## config.mk

```make
export PLATFORM = sky130hd
export DESIGN_NAME = pov_polar_to_bitmap_address_top
export DESIGN_NICKNAME = d
export VERILOG_FILES = /design/src/rtl/core/pov_p2b_pkg.sv /design/src/rtl/core/pov_p2b_div_pipe.sv /design/src/rtl/core/pov_polar_to_bitmap_address_top.sv
export SDC_FILE = /design/constraint.sdc
export NUM_CORES = 2
export LEC_CHECK = 0
export BUFFER_PORTS_ARGS = -buffer_cell sky130_fd_sc_hd__buf_2
export CORE_AREA = 2 2 349 351
export CTS_CLUSTER_DIAMETER = 80
export DETAILED_ROUTE_END_ITERATION = 8
export DIE_AREA = 0 0 351 353
export HOLD_SLACK_MARGIN = 0.08
export PLACE_DENSITY_LB_ADDON = 0.15
export SYNTH_ARGS = -nofsm -noshare
export SYNTH_HDL_FRONTEND = slang
export SYNTH_HIERARCHICAL = 1
export SYNTH_SLANG_ARGS = --single-unit
```

## constraint.sdc

```tcl
create_clock -name clk -period 21.3 [get_ports clk]
set_input_delay 5.325 -clock clk [delete_from_list [all_inputs] [get_ports clk]]
set_output_delay 5.325 -clock clk [all_outputs]
set_load 0.01 [all_outputs]
```

## src/rtl/core/pov_p2b_pkg.sv

```systemverilog
// ----------------------------------------------------------------------------
// POV polar-to-bitmap package
// Shared constants, item types and the sector trig tables built at
// elaboration.
// ----------------------------------------------------------------------------
package pov_p2b_pkg;

	localparam int NUM_LEDS       = 32;
	localparam int NUM_SECTORS    = 120;
	localparam int TRIG_FRAC_BITS = 15;

	localparam int unsigned     TURN_UNITS    = 5760;
	localparam int unsigned     QUARTER_UNITS = 1440;
	localparam longint unsigned PI_Q30        = 64'd3373259422;
	localparam int unsigned     SECTOR_STEP   = TURN_UNITS / NUM_SECTORS;

	localparam int SECTOR_W     = 7;
	localparam int SECTOR_CODES = 2 ** SECTOR_W;
	localparam int LED_W        = 5;
	localparam int OFFS_W       = 9;
	localparam int BASE_W       = 8;
	localparam int PITCH_W      = 4;
	localparam int SIZE_W       = 13;
	localparam int OUT_W        = 12;
	localparam int BYTE_W       = 4;
	localparam int BIT_W        = 3;

	localparam int CFG_IDX_W  = 2;
	localparam int CFG_DATA_W = SIZE_W;

	localparam logic [SIZE_W-1:0]  WIDTH_RST  = SIZE_W'(256);
	localparam logic [SIZE_W-1:0]  HEIGHT_RST = SIZE_W'(256);
	localparam logic [BASE_W-1:0]  BASE_RST   = BASE_W'(50);
	localparam logic [PITCH_W-1:0] PITCH_RST  = PITCH_W'(6);

	// radius range covers both the largest LED index and the arm length
	localparam int LED_TOP = (NUM_LEDS - 1 > 2 ** LED_W - 1) ? NUM_LEDS - 1 : 2 ** LED_W - 1;
	localparam int RAD_MAX = (2 ** BASE_W - 1) + (2 ** PITCH_W - 1) * LED_TOP;
	localparam int RAD_W   = $clog2(RAD_MAX + 1);
	localparam int SPAN_W  = RAD_W + 1;
	localparam int TRIG_W  = TRIG_FRAC_BITS + 1;
	localparam int PROD_W  = TRIG_W + RAD_W + 1;
	localparam int DISP_W  = PROD_W - TRIG_FRAC_BITS;
	localparam int COORD_W = RAD_W + 3;
	localparam int NUM_W   = SPAN_W + SIZE_W;
	localparam int Q_W     = SIZE_W;

	localparam int DIV_BITS   = 2;
	localparam int DIV_STAGES = (Q_W + DIV_BITS - 1) / DIV_BITS;

	typedef enum logic [CFG_IDX_W-1:0] {
		REG_BITMAP_WIDTH  = CFG_IDX_W'(0),
		REG_BITMAP_HEIGHT = CFG_IDX_W'(1),
		REG_RADIUS_BASE   = CFG_IDX_W'(2),
		REG_RADIUS_PITCH  = CFG_IDX_W'(3)
	} cfg_reg_t;

	typedef logic signed [TRIG_W-1:0] trig_t;
	typedef trig_t trig_tab_t [SECTOR_CODES];

	typedef struct packed {
		logic [1:0]               pad;
		logic signed [OFFS_W-1:0] offset_y;
		logic signed [OFFS_W-1:0] offset_x;
		logic [LED_W-1:0]         led_index;
		logic [SECTOR_W-1:0]      sector;
	} in_item_t;

	typedef struct packed {
		logic               pad;
		logic [BIT_W-1:0]   bit_shift;
		logic [BYTE_W-1:0]  byte_index;
		logic [OUT_W-1:0]   bmp_y;
		logic [OUT_W-1:0]   bmp_x;
	} out_item_t;

	typedef struct packed {
		logic [NUM_W-1:0]  rem_x;
		logic [NUM_W-1:0]  rem_y;
		logic [Q_W-1:0]    q_x;
		logic [Q_W-1:0]    q_y;
		logic [SPAN_W-1:0] span;
		logic              in_range;
		logic [BYTE_W-1:0] byte_index;
		logic [BIT_W-1:0]  bit_shift;
	} div_item_t;

	// Q30 Taylor series for the first quadrant, rounded to Q1.F
	function automatic longint unsigned quarter_sine(input longint unsigned r);
		longint unsigned t;
		longint unsigned t2;
		longint unsigned term;
		longint unsigned sum;
		longint unsigned one;
		longint unsigned v;
		t    = (r * PI_Q30) / 64'd2880;
		t2   = (t * t) >> 30;
		term = t;
		sum  = t;
		one  = 64'd1 << TRIG_FRAC_BITS;
		// terms t^3 .. t^13, divisors 2k*(2k+1), alternating sign
		term = ((term * t2) >> 30) / 64'd6;
		sum  = (sum >= term) ? sum - term : 64'd0;
		term = ((term * t2) >> 30) / 64'd20;
		sum  = sum + term;
		term = ((term * t2) >> 30) / 64'd42;
		sum  = (sum >= term) ? sum - term : 64'd0;
		term = ((term * t2) >> 30) / 64'd72;
		sum  = sum + term;
		term = ((term * t2) >> 30) / 64'd110;
		sum  = (sum >= term) ? sum - term : 64'd0;
		term = ((term * t2) >> 30) / 64'd156;
		sum  = sum + term;
		v = (sum + (64'd1 << (29 - TRIG_FRAC_BITS))) >> (30 - TRIG_FRAC_BITS);
		if (v > one - 64'd1) begin
			v = one - 64'd1;
		end
		return v;
	endfunction

	function automatic longint fixed_sine(input int unsigned angle);
		int unsigned a;
		int unsigned q;
		int unsigned r;
		longint      v;
		a = angle % TURN_UNITS;
		q = a / QUARTER_UNITS;
		r = a % QUARTER_UNITS;
		if (q % 2 == 1) begin
			v = longint'(quarter_sine(longint'(QUARTER_UNITS - r)));
		end else begin
			v = longint'(quarter_sine(longint'(r)));
		end
		return (q >= 2) ? -v : v;
	endfunction

	// cosine table, or the negated sine table for the y axis
	function automatic trig_tab_t build_trig_tab(input bit cosine);
		trig_tab_t   tab;
		int unsigned angle;
		for (int s = 0; s < SECTOR_CODES; s++) begin
			angle = SECTOR_STEP * s + SECTOR_STEP / 2;
			if (cosine) begin
				tab[s] = TRIG_W'(fixed_sine(angle + QUARTER_UNITS));
			end else begin
				tab[s] = TRIG_W'(-fixed_sine(angle));
			end
		end
		return tab;
	endfunction

	localparam trig_tab_t COS_TAB  = build_trig_tab(1'b1);
	localparam trig_tab_t NSIN_TAB = build_trig_tab(1'b0);

endpackage

```

## src/rtl/core/pov_p2b_div_pipe.sv

```systemverilog
// ----------------------------------------------------------------------------
// POV polar-to-bitmap scaling divider
// Restoring divider for both coordinates, DIV_BITS quotient bits per stage,
// with a per-stage valid and hold.
// ----------------------------------------------------------------------------
module pov_p2b_div_pipe import pov_p2b_pkg::*; (
	input  logic      clk,
	input  logic      arst_n,
	input  logic      in_valid,
	output logic      in_ready,
	input  div_item_t in_item,
	output logic      out_valid,
	input  logic      out_ready,
	output div_item_t out_item
);

	logic      dv_s [DIV_STAGES];
	div_item_t dd_s [DIV_STAGES];
	logic      en   [DIV_STAGES+1];

	assign en[DIV_STAGES] = out_ready;

	for (genvar k = 0; k < DIV_STAGES; k++) begin : g_stage
		div_item_t src;
		div_item_t nxt;
		logic      src_v;

		if (k == 0) begin : g_first
			assign src   = in_item;
			assign src_v = in_valid;
		end else begin : g_next
			assign src   = dd_s[k-1];
			assign src_v = dv_s[k-1];
		end

		assign en[k] = !dv_s[k] || en[k+1];

		always_comb begin
			logic [NUM_W-1:0] dvs;
			logic             ge_x;
			logic             ge_y;
			int               b;
			dvs  = '0;
			ge_x = 1'b0;
			ge_y = 1'b0;
			b    = 0;
			nxt  = src;
			for (int j = 0; j < DIV_BITS; j++) begin
				b = Q_W - 1 - k * DIV_BITS - j;
				if (b >= 0) begin
					dvs  = NUM_W'(src.span) << b;
					ge_x = nxt.rem_x >= dvs;
					ge_y = nxt.rem_y >= dvs;
					if (ge_x) begin
						nxt.rem_x = nxt.rem_x - dvs;
					end
					if (ge_y) begin
						nxt.rem_y = nxt.rem_y - dvs;
					end
					nxt.q_x = {nxt.q_x[Q_W-2:0], ge_x};
					nxt.q_y = {nxt.q_y[Q_W-2:0], ge_y};
				end
			end
		end

		always_ff @(posedge clk or negedge arst_n) begin
			if (!arst_n) begin
				dv_s[k] <= 1'b0;
			end else if (en[k]) begin
				dv_s[k] <= src_v;
			end
		end

		always_ff @(posedge clk) begin
			if (en[k]) begin
				dd_s[k] <= nxt;
			end
		end
	end

	assign in_ready  = en[0];
	assign out_valid = dv_s[DIV_STAGES-1];
	assign out_item  = dd_s[DIV_STAGES-1];

endmodule

```

## src/rtl/core/pov_polar_to_bitmap_address_top.sv

```systemverilog
// ----------------------------------------------------------------------------
// POV polar-to-bitmap address generator
// Maps a (sector, LED, pan offset) request to the bitmap pixel and the packed
// state bit position of that LED.
//
//   channel | direction | handshake              | payload
//   --------+-----------+------------------------+---------------------------
//   s_axis  | in        | tvalid / tready        | sector, led, offsets
//   m_axis  | out       | tvalid / tready        | pixel, state bit; in_range
//   cfg     | in        | cfg_we (no back-press) | bitmap size, radius setup
//
// One item per cycle while the output is not stalled; stages s1 to s4, then the
// divider stages that scale each coordinate to bitmap size, then s5 output.
// Each stage holds while its successor is full and stalled; empty stages keep
// filling, so items are taken while a result waits at the output.
// Reset clears all valid bits and loads the register defaults.
// ----------------------------------------------------------------------------
module pov_polar_to_bitmap_address_top import pov_p2b_pkg::*; (
	input  logic                  clk,
	input  logic                  arst_n,
	input  logic                  cfg_we,
	input  logic [CFG_IDX_W-1:0]  cfg_index,
	input  logic [CFG_DATA_W-1:0] cfg_data,
	input  logic                  s_axis_tvalid,
	output logic                  s_axis_tready,
	input  logic [31:0]           s_axis_tdata,   // sector, led_index, offset_x, offset_y, pad
	output logic                  m_axis_tvalid,
	input  logic                  m_axis_tready,
	output logic [31:0]           m_axis_tdata,   // bmp_x, bmp_y, byte_index, bit_shift, pad
	output logic                  m_axis_tuser    // in_range
);

	logic [SIZE_W-1:0]  width_q;
	logic [SIZE_W-1:0]  height_q;
	logic [BASE_W-1:0]  base_q;
	logic [PITCH_W-1:0] pitch_q;

	always_ff @(posedge clk or negedge arst_n) begin
		if (!arst_n) begin
			width_q  <= WIDTH_RST;
			height_q <= HEIGHT_RST;
			base_q   <= BASE_RST;
			pitch_q  <= PITCH_RST;
		end else if (cfg_we) begin
			unique case (cfg_reg_t'(cfg_index))
				REG_BITMAP_WIDTH:  width_q  <= cfg_data[SIZE_W-1:0];
				REG_BITMAP_HEIGHT: height_q <= cfg_data[SIZE_W-1:0];
				REG_RADIUS_BASE:   base_q   <= cfg_data[BASE_W-1:0];
				REG_RADIUS_PITCH:  pitch_q  <= cfg_data[PITCH_W-1:0];
			endcase
		end
	end

	// stage enables
	logic v_s1, v_s2, v_s3, v_s4, v_s5;
	logic en_s1, en_s2, en_s3, en_s4, en_s5;
	logic div_in_ready;
	logic div_out_valid;

	assign en_s5 = !v_s5 || m_axis_tready;
	assign en_s4 = !v_s4 || div_in_ready;
	assign en_s3 = !v_s3 || en_s4;
	assign en_s2 = !v_s2 || en_s3;
	assign en_s1 = !v_s1 || en_s2;

	assign s_axis_tready = en_s1;

	always_ff @(posedge clk or negedge arst_n) begin
		if (!arst_n) begin
			v_s1 <= 1'b0;
			v_s2 <= 1'b0;
			v_s3 <= 1'b0;
			v_s4 <= 1'b0;
			v_s5 <= 1'b0;
		end else begin
			if (en_s1) begin
				v_s1 <= s_axis_tvalid;
			end
			if (en_s2) begin
				v_s2 <= v_s1;
			end
			if (en_s3) begin
				v_s3 <= v_s2;
			end
			if (en_s4) begin
				v_s4 <= v_s3;
			end
			if (en_s5) begin
				v_s5 <= div_out_valid;
			end
		end
	end

	// s1: table lookup, radius
	in_item_t          in_d;
	logic [RAD_W-1:0]  rad_d;
	logic [RAD_W-1:0]  rmax_d;

	assign in_d   = in_item_t'(s_axis_tdata);
	assign rad_d  = RAD_W'(base_q) + RAD_W'(pitch_q) * RAD_W'(in_d.led_index);
	assign rmax_d = RAD_W'(base_q) + RAD_W'(pitch_q) * RAD_W'(NUM_LEDS - 1);

	trig_t                    cos_s1;
	trig_t                    nsin_s1;
	logic [RAD_W-1:0]         rad_s1;
	logic [RAD_W-1:0]         rmax_s1;
	logic signed [OFFS_W-1:0] offx_s1;
	logic signed [OFFS_W-1:0] offy_s1;
	logic [BYTE_W-1:0]        byte_s1;
	logic [BIT_W-1:0]         bit_s1;

	always_ff @(posedge clk) begin
		if (en_s1) begin
			cos_s1  <= COS_TAB[in_d.sector];
			nsin_s1 <= NSIN_TAB[in_d.sector];
			rad_s1  <= rad_d;
			rmax_s1 <= rmax_d;
			offx_s1 <= in_d.offset_x;
			offy_s1 <= in_d.offset_y;
			byte_s1 <= in_d.sector[SECTOR_W-1:BIT_W];
			bit_s1  <= ~in_d.sector[BIT_W-1:0];
		end
	end

	// s2: trig times radius
	logic signed [PROD_W-1:0] cx_d, sy_d, r_d;

	assign r_d  = PROD_W'(signed'({1'b0, rad_s1}));
	assign cx_d = PROD_W'(cos_s1);
	assign sy_d = PROD_W'(nsin_s1);

	logic signed [PROD_W-1:0] px_s2;
	logic signed [PROD_W-1:0] py_s2;
	logic [RAD_W-1:0]         rmax_s2;
	logic [SPAN_W-1:0]        span_s2;
	logic signed [OFFS_W-1:0] offx_s2;
	logic signed [OFFS_W-1:0] offy_s2;
	logic [BYTE_W-1:0]        byte_s2;
	logic [BIT_W-1:0]         bit_s2;

	always_ff @(posedge clk) begin
		if (en_s2) begin
			px_s2   <= cx_d * r_d;
			py_s2   <= sy_d * r_d;
			rmax_s2 <= rmax_s1;
			span_s2 <= {rmax_s1, 1'b0};
			offx_s2 <= offx_s1;
			offy_s2 <= offy_s1;
			byte_s2 <= byte_s1;
			bit_s2  <= bit_s1;
		end
	end

	// s3: floor, shift into window, range check
	logic signed [DISP_W-1:0]  dx_d, dy_d;
	logic signed [COORD_W-1:0] xin_d, yin_d, rm_d, sp_d;
	logic                      inr_d;

	assign dx_d  = DISP_W'(px_s2 >>> TRIG_FRAC_BITS);
	assign dy_d  = DISP_W'(py_s2 >>> TRIG_FRAC_BITS);
	assign rm_d  = COORD_W'(signed'({1'b0, rmax_s2}));
	assign sp_d  = COORD_W'(signed'({1'b0, span_s2}));
	assign xin_d = COORD_W'(dx_d) + rm_d + COORD_W'(offx_s2);
	assign yin_d = COORD_W'(dy_d) + rm_d + COORD_W'(offy_s2);
	assign inr_d = (xin_d > 0) && (xin_d <= sp_d) && (yin_d > 0) && (yin_d <= sp_d);

	logic [SPAN_W-1:0] xc_s3;
	logic [SPAN_W-1:0] yc_s3;
	logic              inr_s3;
	logic [SPAN_W-1:0] span_s3;
	logic [BYTE_W-1:0] byte_s3;
	logic [BIT_W-1:0]  bit_s3;

	always_ff @(posedge clk) begin
		if (en_s3) begin
			xc_s3   <= xin_d[SPAN_W-1:0];
			yc_s3   <= yin_d[SPAN_W-1:0];
			inr_s3  <= inr_d;
			span_s3 <= span_s2;
			byte_s3 <= byte_s2;
			bit_s3  <= bit_s2;
		end
	end

	// s4: coordinate times (size - 1)
	logic [SIZE_W-1:0] wm1_d, hm1_d;
	div_item_t         div_d;

	assign wm1_d = (width_q == '0) ? '0 : width_q - SIZE_W'(1);
	assign hm1_d = (height_q == '0) ? '0 : height_q - SIZE_W'(1);

	always_comb begin
		div_d            = '0;
		div_d.rem_x      = NUM_W'(xc_s3) * NUM_W'(wm1_d);
		div_d.rem_y      = NUM_W'(yc_s3) * NUM_W'(hm1_d);
		div_d.span       = span_s3;
		div_d.in_range   = inr_s3;
		div_d.byte_index = byte_s3;
		div_d.bit_shift  = bit_s3;
	end

	div_item_t div_s4;

	always_ff @(posedge clk) begin
		if (en_s4) begin
			div_s4 <= div_d;
		end
	end

	div_item_t div_out;

	pov_p2b_div_pipe u_div (
		.clk       (clk),
		.arst_n    (arst_n),
		.in_valid  (v_s4),
		.in_ready  (div_in_ready),
		.in_item   (div_s4),
		.out_valid (div_out_valid),
		.out_ready (en_s5),
		.out_item  (div_out)
	);

	// s5: saturate, blank out of range, output register
	out_item_t res_d;

	always_comb begin
		res_d            = '0;
		res_d.byte_index = div_out.byte_index;
		res_d.bit_shift  = div_out.bit_shift;
		if (div_out.in_range) begin
			res_d.bmp_x = (|div_out.q_x[Q_W-1:OUT_W]) ? '1 : div_out.q_x[OUT_W-1:0];
			res_d.bmp_y = (|div_out.q_y[Q_W-1:OUT_W]) ? '1 : div_out.q_y[OUT_W-1:0];
		end
	end

	out_item_t res_s5;
	logic      inr_s5;

	always_ff @(posedge clk) begin
		if (en_s5) begin
			res_s5 <= res_d;
			inr_s5 <= div_out.in_range;
		end
	end

	assign m_axis_tvalid = v_s5;
	assign m_axis_tdata  = res_s5;
	assign m_axis_tuser  = inr_s5;

endmodule
```

# Yosys cells after proc, flatten, opt, wreduce, memory -nomap -nowiden
# Memories as Yosys holds them, arrays and structs flattened. A register that Yosys moved wholly into a read port is not among the register bits.
# Index checks and enable logic that the tools add are counted.
# word_totals
register_bits,322
ramBits,651
romBits,4096
inputBits,52
output_inout_bits,35
word_cells,202
n_memories,3
# mem_list
name,depth,word_bits,read_ports,rd_clocked_by_memory_dff,wr,line,text
(no name shown),128,16,1,1,0,pov_polar_to_bitmap_address_top.sv:115,nsin_s1 <= NSIN_TAB[in_d.sector];
(no name shown),128,16,1,1,0,pov_polar_to_bitmap_address_top.sv:114,cos_s1 <= COS_TAB[in_d.sector];
u_div.dd_s,7,93,7,0,7,pov_p2b_div_pipe.sv:18,div_item_t dd_s [DIV_STAGES];
# op_classes
addsub,34
mul,6
magnitude_cmp,30
eq_ne,3
muxes,44
n_bitwise,2
reduce_logical,34
# op_table
op,count
24-bit 2-to-1 mux,26
16-bit by 11-bit multiplier with 27-bit output,2
24-bit by 11-bit >= comparator with 1-bit output,2
24-bit by 12-bit >= comparator with 1-bit output,2
24-bit by 13-bit >= comparator with 1-bit output,2
24-bit by 14-bit >= comparator with 1-bit output,2
24-bit by 15-bit >= comparator with 1-bit output,2
24-bit by 16-bit >= comparator with 1-bit output,2
24-bit by 17-bit >= comparator with 1-bit output,2
24-bit by 18-bit >= comparator with 1-bit output,2
24-bit by 19-bit >= comparator with 1-bit output,2
24-bit by 20-bit >= comparator with 1-bit output,2
24-bit by 21-bit >= comparator with 1-bit output,2
24-bit by 22-bit >= comparator with 1-bit output,2
24-bit by 23-bit >= comparator with 1-bit output,2
11-bit by 13-bit multiplier with 24-bit output,2
24-bit by 11-bit subtractor with 24-bit output,2
24-bit by 12-bit subtractor with 24-bit output,2
24-bit by 13-bit subtractor with 24-bit output,2
24-bit by 14-bit subtractor with 24-bit output,2
24-bit by 15-bit subtractor with 24-bit output,2
24-bit by 16-bit subtractor with 24-bit output,2
24-bit by 17-bit subtractor with 24-bit output,2
24-bit by 18-bit subtractor with 24-bit output,2
26 further kinds,81

# Logic depth before layout (Yosys ltp)
# depth
depth_word,13
mapped_depth,27
depth_no_buf,26

# Cells and area by module
# Netlist, hierarchy kept.
# by_module_without_submodules
module,instances,cells_each,area_each_um2,seq_area_each_um2
pov_polar_to_bitmap_address_top,1,4044,39026.2,9312.7
pov_p2b_div_pipe,1,3637,38579.5,17561.8

# Worst setup path after synthesis
# Ideal clock, no wire load.
# synth_timing
kind,input-to-output
startpoint,in m_axis_tready
endpoint,out s_axis_tready
arrival_ns,14.751
t_required_ns,15.975
path_slack_ns,1.224
cell_stages,7
path_buffers,0
cell_sequence,nand2b_1 > nor2b_1 > nand3_1 > nor2_1 > nand4_1 > nor2b_1 > nand4_1
# synth_lines
element,line,text
start: declaration,pov_polar_to_bitmap_address_top.sv:28,"input logic m_axis_tready,"
end: declaration,pov_polar_to_bitmap_address_top.sv:25,"output logic s_axis_tready,"

==> flow_metrics.env <==
export IMPL_outcome="complete, no violations"
export IMPL_cts_sinks=844
export IMPL_hpwl_microns=145000
export IMPL_port_buffer_count=83
export IMPL_grt_overflow=0
export IMPL_grt_max_degree=88
export IMPL_grt_setup_unrepaired="no"
export IMPL_rows=128
export IMPL_slew_headroom_pct=8.08
export IMPL_startpoint_type="input port"
export IMPL_drt_pass1_iterations=6
export IMPL_drt_drc_violations_left=0
export IMPL_wirelength_met1_microns=79000
export IMPL_coreArea_sq_um=121000
export IMPL_place_gp_congestion=1.03
export IMPL_regToRegStartpoint="u_div/dd_s[4][9]"
export IMPL_cts_root_buf="clkbuf_16"
export IMPL_cts_hold_buf=0
export IMPL_rrSetupSlack_ns=13.62
export IMPL_grt_pass1_wl_microns=301000
export IMPL_cts_resized_gates=0
export IMPL_drtIter0Drc=4340
export IMPL_cts_max_path_buffers=3
export IMPL_clkLatencyLatePin_ns=0.69
export IMPL_grt_pass1_vias=55021
export IMPL_n_fill_cell=9559
export IMPL_rr_endpoint="u_div/dd_s[5][74]"
export IMPL_place_area_sq_um=76700
export IMPL_wl_per_cell_microns=20.7
export IMPL_syn_avg_cell_area_sq_um=10.1
export IMPL_die_w_microns=351
export IMPL_start_util_pct=62.0
export IMPL_totalWireLength_microns=189000
export IMPL_hold_slack_ns=0.411
export IMPL_nets=8626
export IMPL_die_area_sq_um=124000
export IMPL_yosysWarnings=6
export IMPL_cts_tree="done"
export IMPL_setup_viol=0
export IMPL_wl_met2_microns=88500
export IMPL_h_tree_depth=3
export IMPL_timing_final_crit_period_ns=13.98
export IMPL_worstPathRequired_ns=15.98
export IMPL_io_pin_count=87
export IMPL_finalClockSkew_ns=0.0307
export IMPL_grt_use_total_pct=30.9
export IMPL_vias=55023
export IMPL_cp_arrival_ns=8.65
export IMPL_hold_viol_final=0
export IMPL_finalCritPeriodShare_pct=65.6
export IMPL_worstRegToRegCells=21
export IMPL_hp_class="reg -> reg"
export IMPL_tightest_slew_ns=1.38
export IMPL_antenna_found_initial=7
export IMPL_fin_tns_setup_ns=0
export IMPL_path_max_fanout=41
export IMPL_endpoint="s_axis_tready"
export IMPL_drive_above_1_share_pct=7.39
export IMPL_drv_cap=0
export IMPL_top_layer_used="met4"
export IMPL_critPathKind="in -> out"
export IMPL_avgViaCountPerCell=6.05
export IMPL_end_kind="primary output"
export IMPL_netlist_instances=7430
export IMPL_synth_area_sq_um=74700
export IMPL_area_growth_pct=6.69
export IMPL_numCtsBuffers=91
export IMPL_die_height_microns=353
export IMPL_clkSlewWorstSetupHoldPaths_ns=0.06
export IMPL_postRouteAntennaNets=0
export IMPL_worstSetupStartpoint="m_axis_tready"
export IMPL_post_cts_buffers=0
export IMPL_stdcell_area_sq_um=79700
export IMPL_final_max_slew_viol_count=0
export IMPL_wl_met3_microns=12400
export IMPL_max_freq_mhz=71.5
cell type report:
type                    count  area [sq um]  share of cell area [%]
multi-input cells        5454         45400                    57.0
flip-flops and latches    844         25100                    31.5
inverters                 864          3240                    4.07
clock inverters            59           699                   0.877
repair buffers            138           833                    1.05
clock buffers             107          2380                    2.98
diodes                      2          5.00                 0.00628
well taps                1625          2030                    2.55
state kept, by name, summed over array words and instances, names as in the netlist, 12 cells and up:
signal        count
px_s2            12
nsin_s1          16
height_q         13
cos_s1           16
m_axis_tdata     31
u_div/dd_s      520
width_q          13
py_s2            12
div_s4           66
metrics by stage:
stage	util, %	setup slack (ns)	cells
finish	66.1	7.32	9093
global route	66.1	7.07	9091
CTS	66.1	7.35	9091
detailed placement	63.6	7.38	8925
global placement	63.6	7.44	8925
floorplan	-	1.22	7435
worst max-delay path, cell delays in order:
cell and delay, ns:
buf_2 0.10, nand2b_1 0.13, buf_4 0.26, nor2b_1 0.46
nand3_4 0.19, nor2_1 0.67, nand4_1 0.28, nor2b_1 0.42
nand4_1 0.18, buf_4 0.33, buf_2 0.24
worst min-delay path by stage:
| stage | start | to | cells after the start |
|---|---|---|---|
| floorplan | bit_s1[0] | bit_s2[0] | 0 |
| global placement | span_s3[10] | div_s4[18] | 0 |
| detailed placement | byte_s2[3] | byte_s3[3] | 0 |
| CTS | offx_s1[6] | offx_s2[6] | 0 |
| global route | byte_s1[3] | byte_s2[3] | 0 |
| finish | u_div/dd_s[1][6] | u_div/dd_s[2][6] | 0 |
per-layer routing:
layer  up-vias  GRT usage (%)
li1      25974              -
met5         -              0
met2      1901           50.7
met1     26740           41.3
met3       408           4.67
met4         0           12.5
cell usage in the layout, fill, tap and decap left out, types with 41 or more instances in the layout:
master	count
buf_2	81
nor3_1	136
nand4_1	63
mux2_2	169
a21o_1	129
or3_1	41
nand2b_1	72
clkbuf_16	92
o21a_1	89
o21ai_0	321
nor4_1	61
edfxtp_1	794
nand2_1	590
o211ai_1	43
ha_1	627
a21oi_1	429
inv_1	853
fa_1	554
a31oi_1	62
and2_1	377
nor2b_1	80
nor2_1	419
nand3_1	135
xor2_1	119
dfrtp_1	43
xnor2_1	250
o21bai_1	41
buf_4	57
and3_1	41
a211oi_1	74
Power is left out: the tool's default activity adds up to more than one toggle a clock period on the data nets, which glitch-free logic cannot reach.
